===== config.mk =====
export PLATFORM = sky130hd
export DESIGN_NAME = reversible_queue_top
export DESIGN_NICKNAME = d
export VERILOG_FILES = /design/src/sv/rq_pkg.sv /design/src/sv/reversible_queue_top.sv
export SDC_FILE = /design/constraint.sdc
export NUM_CORES = 1
export LEC_CHECK = 0
export BUFFER_PORTS_ARGS = -buffer_cell sky130_fd_sc_hd__buf_2
export CAP_MARGIN = 10
export CORE_MARGIN = 10
export CORE_UTILIZATION = 30
export DETAILED_ROUTE_END_ITERATION = 12
export GPL_TIMING_DRIVEN = 1
export SETUP_SLACK_MARGIN = 0.5
export SYNTH_ARGS = -nofsm -noshare
export SYNTH_HDL_FRONTEND = slang
export SYNTH_SLANG_ARGS = --single-unit
export TNS_END_PERCENT = 50

===== constraint.sdc =====
create_clock -name clock -period 6.8 [get_ports clock]
set_input_delay 0.34 -clock clock [delete_from_list [all_inputs] [get_ports clock]]
set_output_delay 0.34 -clock clock [all_outputs]
set_load 0.03 [all_outputs]

===== src/sv/rq_pkg.sv =====
`timescale 1ns / 1ps
// ----------------------------------------------------------------------------
// rq_pkg
// Shared types and defaults for the reversible queue.
// ----------------------------------------------------------------------------
package rq_pkg;

   localparam int RQ_DEPTH      = 16;
   localparam int RQ_ELEM_WIDTH = 32;

   typedef enum logic [1:0] {
      MODE_ENQ = 2'd0,
      MODE_DEQ = 2'd1,
      MODE_REV = 2'd2,
      MODE_NOP = 2'd3
   } mode_type;

   typedef enum logic [1:0] {
      STAT_DONE  = 2'd0,
      STAT_FULL  = 2'd1,
      STAT_EMPTY = 2'd2
   } status_type;

   typedef enum logic {
      ST_IDLE = 1'b0,
      ST_DATA = 1'b1
   } state_type;

endpackage


===== src/sv/reversible_queue_top.sv =====
`timescale 1ns / 1ps
// ----------------------------------------------------------------------------
// reversible_queue_top
// Bounded queue whose front and back can be swapped, held in one memory.
// ----------------------------------------------------------------------------
// Usage:
//   req_ channel carries one operation (enqueue, dequeue, revert, no-op) per
//   transfer; rsp_ channel returns one result per operation: the front
//   value, empty flag, element count and status after the operation.
//   In the accept cycle an operation updates the end pointers, writes the
//   slot and issues the front read; in the read stage the registered read
//   data is taken into the result register, which raises rsp_valid. No new
//   operation is accepted while one waits in the read stage. A write and a
//   read of the same slot in the accept cycle are resolved by forwarding the
//   written value.
//   Reset empties the queue and sets normal orientation; slot contents are
//   left as they are. If the receiver stalls, the result register holds its
//   item, one more operation may be accepted, and that one waits in the
//   read stage until the result register frees.
// ----------------------------------------------------------------------------
module reversible_queue_top
   import rq_pkg::*;
#(
   parameter int DEPTH      = RQ_DEPTH,
   parameter int ELEM_WIDTH = RQ_ELEM_WIDTH,
   localparam int AW        = $clog2(DEPTH),
   localparam int CW        = $clog2(DEPTH + 1)
) (
   input  logic                 clock,
   input  logic                 reset,
   input  logic                 req_valid,
   output logic                 req_ready,
   input  logic [1:0]           req_mode,
   input  logic signed [31:0]   req_value,
   output logic                 rsp_valid,
   input  logic                 rsp_ready,
   output logic signed [31:0]   rsp_front_value,
   output logic                 rsp_is_empty,
   output logic [CW-1:0]        rsp_count,
   output logic [1:0]           rsp_status
);

   localparam logic [AW-1:0] LAST_IDX = AW'(DEPTH - 1);
   localparam logic [CW-1:0] FULL_CNT = CW'(DEPTH);

   function automatic logic [AW-1:0] idx_up(input logic [AW-1:0] i);
      return (i == LAST_IDX) ? '0 : i + 1'b1;
   endfunction

   function automatic logic [AW-1:0] idx_down(input logic [AW-1:0] i);
      return (i == '0) ? LAST_IDX : i - 1'b1;
   endfunction

   // slot memory
   logic [ELEM_WIDTH-1:0] slots_ff [DEPTH];
   logic [ELEM_WIDTH-1:0] rdata_ff;

   state_type             state_ff, state_in;
   logic [AW-1:0]         low_ff, low_in;
   logic [AW-1:0]         high_ff, high_in;
   logic [CW-1:0]         fill_ff, fill_in;
   logic                  rev_ff, rev_in;
   logic                  fwd_ff, fwd_in;
   logic [ELEM_WIDTH-1:0] wdata_ff;
   status_type            stat_ff, stat_in;

   logic                  rsp_valid_ff, rsp_valid_in;
   logic signed [31:0]    front_ff;
   logic                  empty_ff;
   logic [CW-1:0]         count_ff;
   status_type            rstat_ff;

   logic                  req_xfer;
   logic                  load_out;
   logic                  mem_we;
   logic [AW-1:0]         waddr;
   logic [AW-1:0]         raddr;
   logic [ELEM_WIDTH-1:0] wdata;
   logic signed [63:0]    val_ext;
   logic signed [ELEM_WIDTH-1:0] elem;
   logic signed [63:0]    elem_ext;
   mode_type              mode;

   assign mode     = mode_type'(req_mode);
   assign req_xfer = req_valid && req_ready;
   assign val_ext  = 64'(req_value);
   assign wdata    = val_ext[ELEM_WIDTH-1:0];

   // pointer update and memory addressing for the accepted operation
   always_comb begin
      low_in  = low_ff;
      high_in = high_ff;
      fill_in = fill_ff;
      rev_in  = rev_ff;
      stat_in = STAT_DONE;
      mem_we  = 1'b0;
      waddr   = high_ff;
      case (mode)
         MODE_ENQ: begin
            if (fill_ff == FULL_CNT) begin
               stat_in = STAT_FULL;
            end else if (rev_ff) begin
               low_in  = idx_down(low_ff);
               waddr   = idx_down(low_ff);
               mem_we  = req_xfer;
               fill_in = fill_ff + 1'b1;
            end else begin
               waddr   = high_ff;
               high_in = idx_up(high_ff);
               mem_we  = req_xfer;
               fill_in = fill_ff + 1'b1;
            end
         end
         MODE_DEQ: begin
            if (fill_ff == '0) begin
               stat_in = STAT_EMPTY;
            end else begin
               if (rev_ff) begin
                  high_in = idx_down(high_ff);
               end else begin
                  low_in = idx_up(low_ff);
               end
               fill_in = fill_ff - 1'b1;
               // last element gone: collapse the ends
               if (fill_ff == CW'(1)) begin
                  high_in = rev_ff ? low_ff : idx_up(low_ff);
               end
            end
         end
         MODE_REV: begin
            rev_in = ~rev_ff;
         end
         default: begin
         end
      endcase
      raddr  = rev_in ? idx_down(high_in) : low_in;
      fwd_in = mem_we && (waddr == raddr);
   end

   always_ff @(posedge clock) begin
      if (mem_we) begin
         slots_ff[waddr] <= wdata;
      end
      if (req_xfer) begin
         rdata_ff <= slots_ff[raddr];
         wdata_ff <= wdata;
         fwd_ff   <= fwd_in;
         stat_ff  <= stat_in;
      end
   end

   // next state
   always_comb begin
      state_in = state_ff;
      case (state_ff)
         ST_IDLE: begin
            if (req_valid) begin
               state_in = ST_DATA;
            end
         end
         ST_DATA: begin
            if (!rsp_valid_ff || rsp_ready) begin
               state_in = ST_IDLE;
            end
         end
         default: begin
            state_in = ST_IDLE;
         end
      endcase
   end

   // outputs of the state machine
   always_comb begin
      req_ready = 1'b0;
      load_out  = 1'b0;
      case (state_ff)
         ST_IDLE: begin
            req_ready = 1'b1;
         end
         ST_DATA: begin
            load_out = !rsp_valid_ff || rsp_ready;
         end
         default: begin
         end
      endcase
   end

   assign elem     = fwd_ff ? wdata_ff : rdata_ff;
   assign elem_ext = 64'(elem);

   always_comb begin
      rsp_valid_in = rsp_valid_ff;
      if (load_out) begin
         rsp_valid_in = 1'b1;
      end else if (rsp_ready) begin
         rsp_valid_in = 1'b0;
      end
   end

   always_ff @(posedge clock) begin
      if (reset) begin
         state_ff     <= ST_IDLE;
         low_ff       <= '0;
         high_ff      <= '0;
         fill_ff      <= '0;
         rev_ff       <= 1'b0;
         rsp_valid_ff <= 1'b0;
      end else begin
         state_ff     <= state_in;
         rsp_valid_ff <= rsp_valid_in;
         if (req_xfer) begin
            low_ff  <= low_in;
            high_ff <= high_in;
            fill_ff <= fill_in;
            rev_ff  <= rev_in;
         end
      end
   end

   always_ff @(posedge clock) begin
      if (load_out) begin
         front_ff <= (fill_ff == '0) ? '0 : elem_ext[31:0];
         empty_ff <= (fill_ff == '0);
         count_ff <= fill_ff;
         rstat_ff <= stat_ff;
      end
   end

   assign rsp_valid       = rsp_valid_ff;
   assign rsp_front_value = front_ff;
   assign rsp_is_empty    = empty_ff;
   assign rsp_count       = count_ff;
   assign rsp_status      = rstat_ff;

`ifndef ASSERT_OFF
   a_fill_bound: assert property (@(posedge clock) disable iff (reset)
      fill_ff <= FULL_CNT)
      else $error("fill count above depth");

   a_empty_ends: assert property (@(posedge clock) disable iff (reset)
      (fill_ff == '0) |-> (low_ff == high_ff))
      else $error("empty queue with split ends");

   a_accept_data: assert property (@(posedge clock) disable iff (reset)
      req_xfer |=> (state_ff == ST_DATA))
      else $error("accepted operation not in read stage");

   a_full_count: assert property (@(posedge clock) disable iff (reset)
      (rsp_valid_ff && rstat_ff == STAT_FULL) |-> (count_ff == FULL_CNT))
      else $error("full status with room left");

   a_empty_flag: assert property (@(posedge clock) disable iff (reset)
      rsp_valid_ff |-> (empty_ff == (count_ff == '0)))
      else $error("empty flag disagrees with count");
`endif

endmodule

## After elaboration in Yosys (flattened, before gate mapping)

Memory sizes are Yosys's and may differ from the RTL's. A register that Yosys moved wholly into a read port is not among the register bits.
Index checks and enable logic that the tools add are counted.

| word-level totals | value |
|---|---|
| bits in writable memories | 512 |
| memories kept | 1 |
| output and inout bits | 42 |
| register bits after elaboration | 91 |
| bits of input ports | 38 |

Memories:

| name | depth | bits a word | read ports | clocked after Yosys merged registers in | wr ports | RTL line | source |
|---|---|---|---|---|---|---|---|
| slots_ff | 16 | 32 | 1 | 1 | 1 | reversible_queue_top.sv:55 | `logic [ELEM_WIDTH-1:0] slots_ff [DEPTH];` |

| cells by class | value |
|---|---|
| reduce and logical (&&, ||, !) cells | 12 |
| equality and inequality tests | 9 |
| bitwise operators | 2 |
| multiplexer cells | 39 |
| add/sub/neg operators | 7 |

Operators by type and width:

| operator | count |
|---|---|
| $mux 4 | 18 |
| $mux 32 | 1 |
| $pmux 4 s2 | 2 |
| $logic_not 4->1 | 3 |
| $mux 1 | 12 |
| $sub 4x1->4 const B | 3 |
| $mux 5 | 2 |
| $pmux 5 s2 | 1 |
| $add 4x1->4 const B | 2 |
| $eq 4x4->1 const B | 2 |
| $add 5x1->5 const B | 1 |
| $eq 5x1->1 const B | 1 |
| $eq 5x5->1 const B | 1 |
| $logic_not 5->1 | 1 |
| $sub 5x1->5 const B | 1 |
| $eq 4x4->1 | 1 |
| $ne 2x2->1 const B | 2 |
| $pmux 2 s2 | 1 |
| $reduce_and 4->1 | 1 |
| $reduce_bool 2->1 | 2 |
| $eq 2x1->1 const B | 1 |
| $eq 2x2->1 const B | 1 |
| $logic_and 1x1->1 | 2 |
| $logic_not 2->1 | 1 |
| other kinds (5) | 6 |

## Depth between registers and ports, before layout

Gate-level depths: netlist of the first run.

| depth | value |
|---|---|
| depth after elaboration | 11 |
| mapped depth | 18 |
| depth with buffers taken out | 15 |

## Worst setup path after synthesis of the first run

Ideal clock, no wire load.

| timing | value |
|---|---|
| path type | reg2reg |
| from | reg fill_ff[0] |
| to | mem slots_ff[1][0] in the netlist's numbering (enable) |
| required time | 6.379 ns |
| cell stages (with the launch flop) | 9 |
| setup slack | 3.127 ns |
| arrival | 3.252 ns |
| setup time | 0.421 ns |
| path buffers | 1 |
| path through | dfxtp_1 > inv_1 > ha_1 > nand4bb_1 > clkbuf_1 > nand2_1 > a21bo_2 > or3_1 > nor2_1 |

| between the ends | value |
|---|---|
| word-level cells in the longest chain between the ends | 5 |

Ends and longest elaborated chain:

| what | RTL line | source |
|---|---|---|
| from (decl) | reversible_queue_top.sv:61 | `logic [CW-1:0] fill_ff, fill_in;` |
| from (signal assigned) | reversible_queue_top.sv:214 | `fill_ff <= fill_in;` |
| $eq 5x5->1 (*) | reversible_queue_top.sv:100 | `if (fill_ff == FULL_CNT) begin` |
| $mux 1 | reversible_queue_top.sv:100 |  |
| $mux 1 | reversible_queue_top.sv:98 | `case (mode)` |
| $mux 1 | reversible_queue_top.sv:141 | `if (mem_we) begin` |
| $mux 1 (implied by the code) | reversible_queue_top.sv:142 | `slots_ff[waddr] <= wdata;` |
| to (decl) | reversible_queue_top.sv:55 |  |

Every way passes the cells marked *; elsewhere a longest branch is shown, timed or not.

## Worst setup path after layout of the first run

| timing | value |
|---|---|
| from | reg fill_ff[0] |
| to | reg rdata_ff[8], read port of slots_ff (data pin) |

| between the ends | value |
|---|---|
| word-level cells in the longest chain between the ends | 7 |

Ends and longest elaborated chain:

| what | RTL line | source |
|---|---|---|
| $eq 5x1->1 | reversible_queue_top.sv:125 | `if (fill_ff == CW'(1)) begin` |
| $mux 4 | reversible_queue_top.sv:125 |  |
| $mux 4 | reversible_queue_top.sv:115 | `if (fill_ff == '0) begin` |
| $pmux 4 s2 | reversible_queue_top.sv:98 |  |
| $sub 4x1->4 / $logic_not 4->1 (equally long branches) | reversible_queue_top.sv:51 | `return (i == '0) ? LAST_IDX : i - 1'b1;` |
| $mux 4 | reversible_queue_top.sv:51 |  |
| $mux 4 (*) | reversible_queue_top.sv:136 | `raddr = rev_in ? idx_down(high_in) : low_in;` |
| to (decl) | reversible_queue_top.sv:56 | `logic [ELEM_WIDTH-1:0] rdata_ff;` |

Marked as above.
A chain may end at the register's enable or synchronous reset.

==> results of run 1 <==
[critical path, stage by stage (launching register included)]
cell and delay [ns]:
dfxtp_1 0.41, inv_1 0.11, ha_1 0.25, or4b_1 0.37, clkinv_4 0.41, nor2_4 0.34, a221o_1 0.21, a22oi_2 0.10
ha_1 0.25, inv_1 0.11, nor4bb_4 0.06, o31ai_4 0.23, buf_12 0.53, buf_4 0.86, mux2i_1 0.22, mux2i_1 0.19
mux2i_1 0.10
[power groups by stage]
| stage | clock network, mW | registers [mW] | logic [mW] |
|---|---|---|---|
| after global placement | 0 | 4.54 | 1.17 |
| after CTS | 3.20 | 4.46 | 1.19 |
| after global routing | 3.36 | 4.46 | 1.27 |
| final | 3.13 | 4.46 | 1.17 |
| after floorplan | 0 | 4.56 | 0.902 |
| after detailed placement | 0 | 4.54 | 1.19 |
[stage by stage]
stage,setup WS (ns),utilization,hold slack [ns],instances,cell area [µm²]
after CTS,1.61,0.343,0.0340,2778,29700
after global routing,1.29,0.343,0.0630,2779,29700
final,1.69,0.343,0.0712,2781,29700
after global placement,1.79,0.322,0.411,2666,27900
after detailed placement,1.66,0.322,0.416,2666,27900
after floorplan,3.13,-,0.400,1479,26200
[per-layer routing]
layer / GRT usage / vias up / wire length [µm]
met5: 0 / - / 83
met4: 0.0352 / 16 / 1430
met3: 0.0205 / 113 / 2750
met2: 0.197 / 274 / 28900
met1: 0.137 / 6552 / 24100
li1: - / 5959 / -
[worst paths after layout]
| check | to | start | slack [ns] | depth (start not counted) |
|---|---|---|---|---|
| max | rdata_ff[8] | fill_ff[0] | 1.69 | 16 |
| max reg2reg | rdata_ff[8] | fill_ff[0] | 1.69 | 16 |
| min reg2reg | rsp_status[0] | stat_ff[0] | 0.42 | 0 |
| min | wdata_ff[29] | req_value[29] | 0.07 | 1 |
[area by class of cell]
class	count	area, µm²	area share
Sequential cell	635	18900	0.636
Multi-Input combinational cell	754	6820	0.229
Clock buffer	69	1510	0.0509
Tap cell	1155	1450	0.0486
Timing Repair Buffer	109	661	0.0222
Clock inverter	42	317	0.0106
Inverter	14	58.8	0.00198
Antenna cell	3	7.51	0.000252
[cells by family after synthesis]
kind of cell / share of synthesized area
buffers and inverters: 0.0231
adder cells (fa/ha/maj): 0.00526
flip-flops: 0.722
XOR/XNOR: 0.00468
AND/OR/NAND/NOR: 0.0259
multiplexers: 0.198
AO/OA/AOI/OAI: 0.0206
[sequential cells by signal, summed over array words and instances, names as in the netlist, 4 cells and up]
| name | count |
|---|---|
| fill_ff | 5 |
| high_ff | 4 |
| low_ff | 4 |
| rdata_ff | 32 |
| rsp_count | 5 |
| rsp_front_value | 32 |
| slots_ff | 512 |
| wdata_ff | 32 |
[cells in the mapped netlist (all sizes together) (3+ instances only)]
library cell,n
dfxtp,16
nand2b,9
ha,11
nor3,5
nand3,3
and3,3
a211oi,6
a21oi,27
xor2,3
edfxtp,619
o21ai,12
clkbuf,21
or3,4
nand2,19
o31ai,3
buf,55
xnor2,11
nand4,6
inv,13
nor2,73
mux2i,516
a31oi,4
nor2b,4
==> reports/metrics.cfg, run 1 <==
[synth]
synth_seq_cells=635
yosysTopAreaCellShare=0.710
synth_area_per_cell_um2=17.7
ys_seq_area_frac=0.722
synth_fp_nets=1528
synth_warnings=0
synthCells=1479
ys.flop_type=edfxtp_1
synth_enable_flop_cells=619
synth_top_cell_by_area=edfxtp_1
synth_area_mm2=0.0262
synth_area_leaders=edfxtp_1 (71%), mux2i_1 (20%), dfxtp_1 (1.2%), nor2_1 (1.0%), buf_6 (0.95%)
synth_async_sr_flop_share=0
post_synth_num_cell_types=66

[cells_and_area]
mostFrequentLayoutCells=edfxtp_1 (619), mux2i_1 (516), buf_2 (79)
layout-drive-gt1-share=0.145
nets=1622
area_growth_syn_to_layout_pct=13.6
mostFrequentLayoutCell=edfxtp_1
fill_cells=8057

[pwr]
switching_power_mw=2.16
pwr-share-seq=0.509
ir_drop_mv=0.209
clkPwrFrac=0.357
p_leak_nw=11.3
switching_share=0.247
p_comb_frac=0.133
p_int_mw=6.59
powerDensity_mw_per_mm2=294
power_mw=8.75

[routing]
viasPerCell=4.64
drtIter0Drc=858
route.vias.total=12900
drc=0
drtAntennaViolNets=0
dr.pass1.iters=7
wire_per_inst_um=20.6
drt-total-wl_um=57200

[setup_path]
crit_path_start_kind=flip-flop
critPathKind=flip-flop to flip-flop
required_ns=7.15
crit_fanout=81
cp_data_arrival_time_ns=5.46
endpoint_kind=flip-flop

[sta]
hold_violations=0
fin_setup_tns_ns=0
fmax_mhz=196
rsz0062_at_grt=false
worstMarginPinSlew_ns=1.15
setup_viol=0
slew_headroom=0.235
fin_crit_sh=0.751
finClkSkew_ns=0.0277
finalMaxSlewViolations=0
period_minus_slack_ns=5.11

[floorplan]
core_mm2=0.0866
die_area_mm2=0.0995
die_h_um=315
placementRows=108
dieWidth_um=315
start_util=0.302
pin_count=80

[grt]
antenna_found_initial=10
gr-usage-all-layers=0.112
grt_pass1_vias=13100
grt_pass1_wl_um=84000
grt_max_degree=91
overflow=0

[place]
dp.final_hpwl_um=30900
portBuffers=79
place_congestion=0.772

[run]
drv_cap=0

[cts]
clk_latency_ns=0.64
cts.sink_count=635
cts_hold_buf=1
post-cts-setup-buffers=0
numCtsBuffers=59
tritoncts=done
cts_resized=0
htreeDepth=2
cts.clk_slew.worst_paths_ns=0.06
cts-root-buf=clkbuf_16
cts_buffer_depth=3

[min_path]
min_path_type=input pin to flip-flop

[status]
status=finished clean

Power figures use the tool's default switching activity.
==> inputs of run 2 (changes only) <==
clock period = 4.65 ns   (was 6.8 ns; I/O delays follow)
==> run 2 against run 1 <==
Non-clock buffer count grew 61. Power grew 57%. Clock power grew 70%. Fmax grew 29%. Critical endpoint is now rdata_ff[31]. Largest cell class unchanged. Largest power group unchanged.
==> reports/metrics.cfg, run 2 (synthesized netlist as in run 1, its figures left out) <==
[status]
status=finished clean

[min_path]
hold_start=req_value[15]
worstHoldPathCells=1  ; unchanged
min_path_type=input pin to flip-flop
holdPathEnd=slots_ff[10][15]

[setup_path]
cp_data_arrival_time_ns=4.30  ; -1.16 ns
r2r-start=fill_ff[0]
crit_top_cell=mux2i_1
path_cells=inv_1 > ha_2 > or4b_4 > clkinv_4 > nor2_4 > a221o_1 > a22oi_2 > ha_1 > nor2_1 > a311o_1 > o21ai_4 > buf_12 > buf_12 > mux2i_1 > mux2i_1 > mux2i_1 > mux2i_1
required_ns=4.98  ; -2.17 ns
rr_endpoint=rdata_ff[31]
crit_family=compound AO/OA/AOI/OAI gates
endpoint_kind=flip-flop
critPathBufInv=4  ; -1
slowest_delay_ns=0.54  ; -0.32 ns
crit_fanout=28  ; -65%
crit_path_start_kind=flip-flop
critPathLaunch=fill_ff[0]
critPathKind=flip-flop to flip-flop
cp_slowest_cell=or4b_4
reg2reg_slack_ns=0.68  ; -1.02 ns
reg2reg_depth=17  ; +1

[sta]
fin_crit_sh=0.855  ; +0.104
hold_violations=0  ; unchanged
fmax_mhz=252  ; +29%
fin_setup_tns_ns=0  ; unchanged
worst_slack_ns=0.675  ; -1.02 ns
rsz0062_at_grt=true
finClkSkew_ns=0.0217  ; -0.00603 ns
hold_ws_ns=0.0311  ; -0.0401 ns
worstMarginPinSlew_ns=0.875  ; -0.270 ns
setup_viol=0  ; unchanged
slew_headroom=0.417  ; +0.182
finalMaxSlewViolations=0  ; unchanged
period_minus_slack_ns=3.97  ; -1.13 ns

[grt]
grt_pass1_wl_um=87500  ; +4.2%
grt_max_degree=45  ; -51%
grt_pass1_vias=13600  ; +4.0%
antenna_found_initial=5  ; -5
overflow=0  ; unchanged
gr-usage-all-layers=0.117  ; +0.00526

[cts]
numCtsBuffers=67  ; +14%
cts.clk_slew.worst_paths_ns=0.06  ; about the same
cts.sink_count=635  ; unchanged
tritoncts=done
htreeDepth=3  ; +1
cts-root-buf=clkbuf_16
clk_latency_ns=0.62  ; -0.02 ns
cts_buffer_depth=3  ; unchanged

[floorplan]
die_h_um=315  ; unchanged
dieWidth_um=315  ; unchanged
pin_count=80  ; unchanged
placementRows=108  ; unchanged
die_area_mm2=0.0995  ; unchanged
core_mm2=0.0866  ; unchanged
start_util=0.302  ; unchanged

[cells_and_area]
final_cells=2853  ; +2.6%
mostFrequentLayoutCells=edfxtp_1 (619), mux2i_1 (516), buf_2 (79)
fill_cells=8009  ; -0.60%
layout-drive-gt1-share=0.160  ; +0.0149
area_growth_syn_to_layout_pct=17.8
nets=1691  ; +4.3%
final_area_mm2=0.0308  ; +3.7%
mostFrequentLayoutCell=edfxtp_1
largest_register_ffs=512  ; unchanged
regMostFlops=slots_ff

[pwr]
clkPwrFrac=0.388  ; +0.031
ir_drop_mv=0.213  ; +1.8%
pwr-share-seq=0.474  ; -0.035
powerDensity_mw_per_mm2=445  ; +51%
p_comb_frac=0.138  ; +0.005
switching_power_mw=3.37  ; +56%
p_int_mw=10.4  ; +57%
p_leak_nw=11.8  ; +4.6%
switching_share=0.245  ; -0.00195

[place]
place_area_mm2=0.0281  ; +0.94%
place_congestion=0.786  ; +1.7%
dp.cells=2686  ; +0.75%
portBuffers=79  ; unchanged
pre_cts_ws_ns=0.306  ; -1.35 ns
dp.final_hpwl_um=31400  ; +1.7%

[routing]
wire_per_inst_um=21.0  ; +2.0%
route.vias.total=13300  ; +2.8%
viasPerCell=4.65  ; +0.19%
drtIter0Drc=912  ; +6.3%
dr.pass1.iters=5  ; -2
drt-total-wl_um=59900  ; +4.7%
drc=0  ; unchanged
drtAntennaViolNets=0  ; unchanged

[run]
drv_cap=0  ; unchanged

run 2: how the worst max path moves through the flow:
stage                     endpoint  slack, ns  depth (start not counted)
finish                rdata_ff[31]       0.68                         17
global route           rdata_ff[7]       0.44                         17
CTS                   rdata_ff[30]       0.45                         15
detailed placement    rdata_ff[19]       0.31                         15
global placement      rdata_ff[19]       0.41                         15
floorplan           slots_ff[1][0]       0.98                          8
run 2: metal layers:
metal / share of wire / wire (µm) / GRT usage / up-vias
met5: 0.00058 / 35 / 0 / -
met4: 0.021 / 1240 / 0.0369 / 8
met3: 0.042 / 2520 / 0.0197 / 90
met2: 0.50 / 30100 / 0.204 / 282
met1: 0.43 / 26000 / 0.146 / 6810
li1: - / - / - / 6083
run 2: power by group through the flow:
stage               sequential (mW)  combinational (mW)  clock, mW
CTS                            6.52                1.88       5.45
global placement               6.63                1.80          0
finish                         6.52                1.89       5.33
global route                   6.53                2.05       5.69
detailed placement             6.64                1.83          0
floorplan                      6.68                1.32          0
run 2: final cells by class:
| class | count | area, µm² | share of cell area |
|---|---|---|---|
| Timing Repair Buffer | 170 | 1410 | 0.0457 |
| Multi-Input combinational cell | 754 | 6830 | 0.221 |
| Inverter | 14 | 58.8 | 0.00191 |
| Clock buffer | 88 | 1780 | 0.0576 |
| Tap cell | 1155 | 1450 | 0.0469 |
| Sequential cell | 635 | 18900 | 0.613 |
| Clock inverter | 36 | 414 | 0.0134 |
| Antenna cell | 1 | 2.50 | 0.0000811 |
run 2: metrics by stage:
stage           util  total power [mW]
2_1_floorplan      -              7.99
3_3_place_gp   0.325              8.43
3_5_place_dp   0.325              8.47
4_1_cts        0.355              13.8
5_1_grt        0.356              14.3
6_report       0.356              13.7
run 2: what timing repair did:
item	CTS	global route
hold buffers	33	0
pin swaps	1	0
gates resized for setup	1	7
endpoints found under the setup margin	32	32
buffers inserted	3	3
hold endpoints to repair	456	0
cloned	0	3
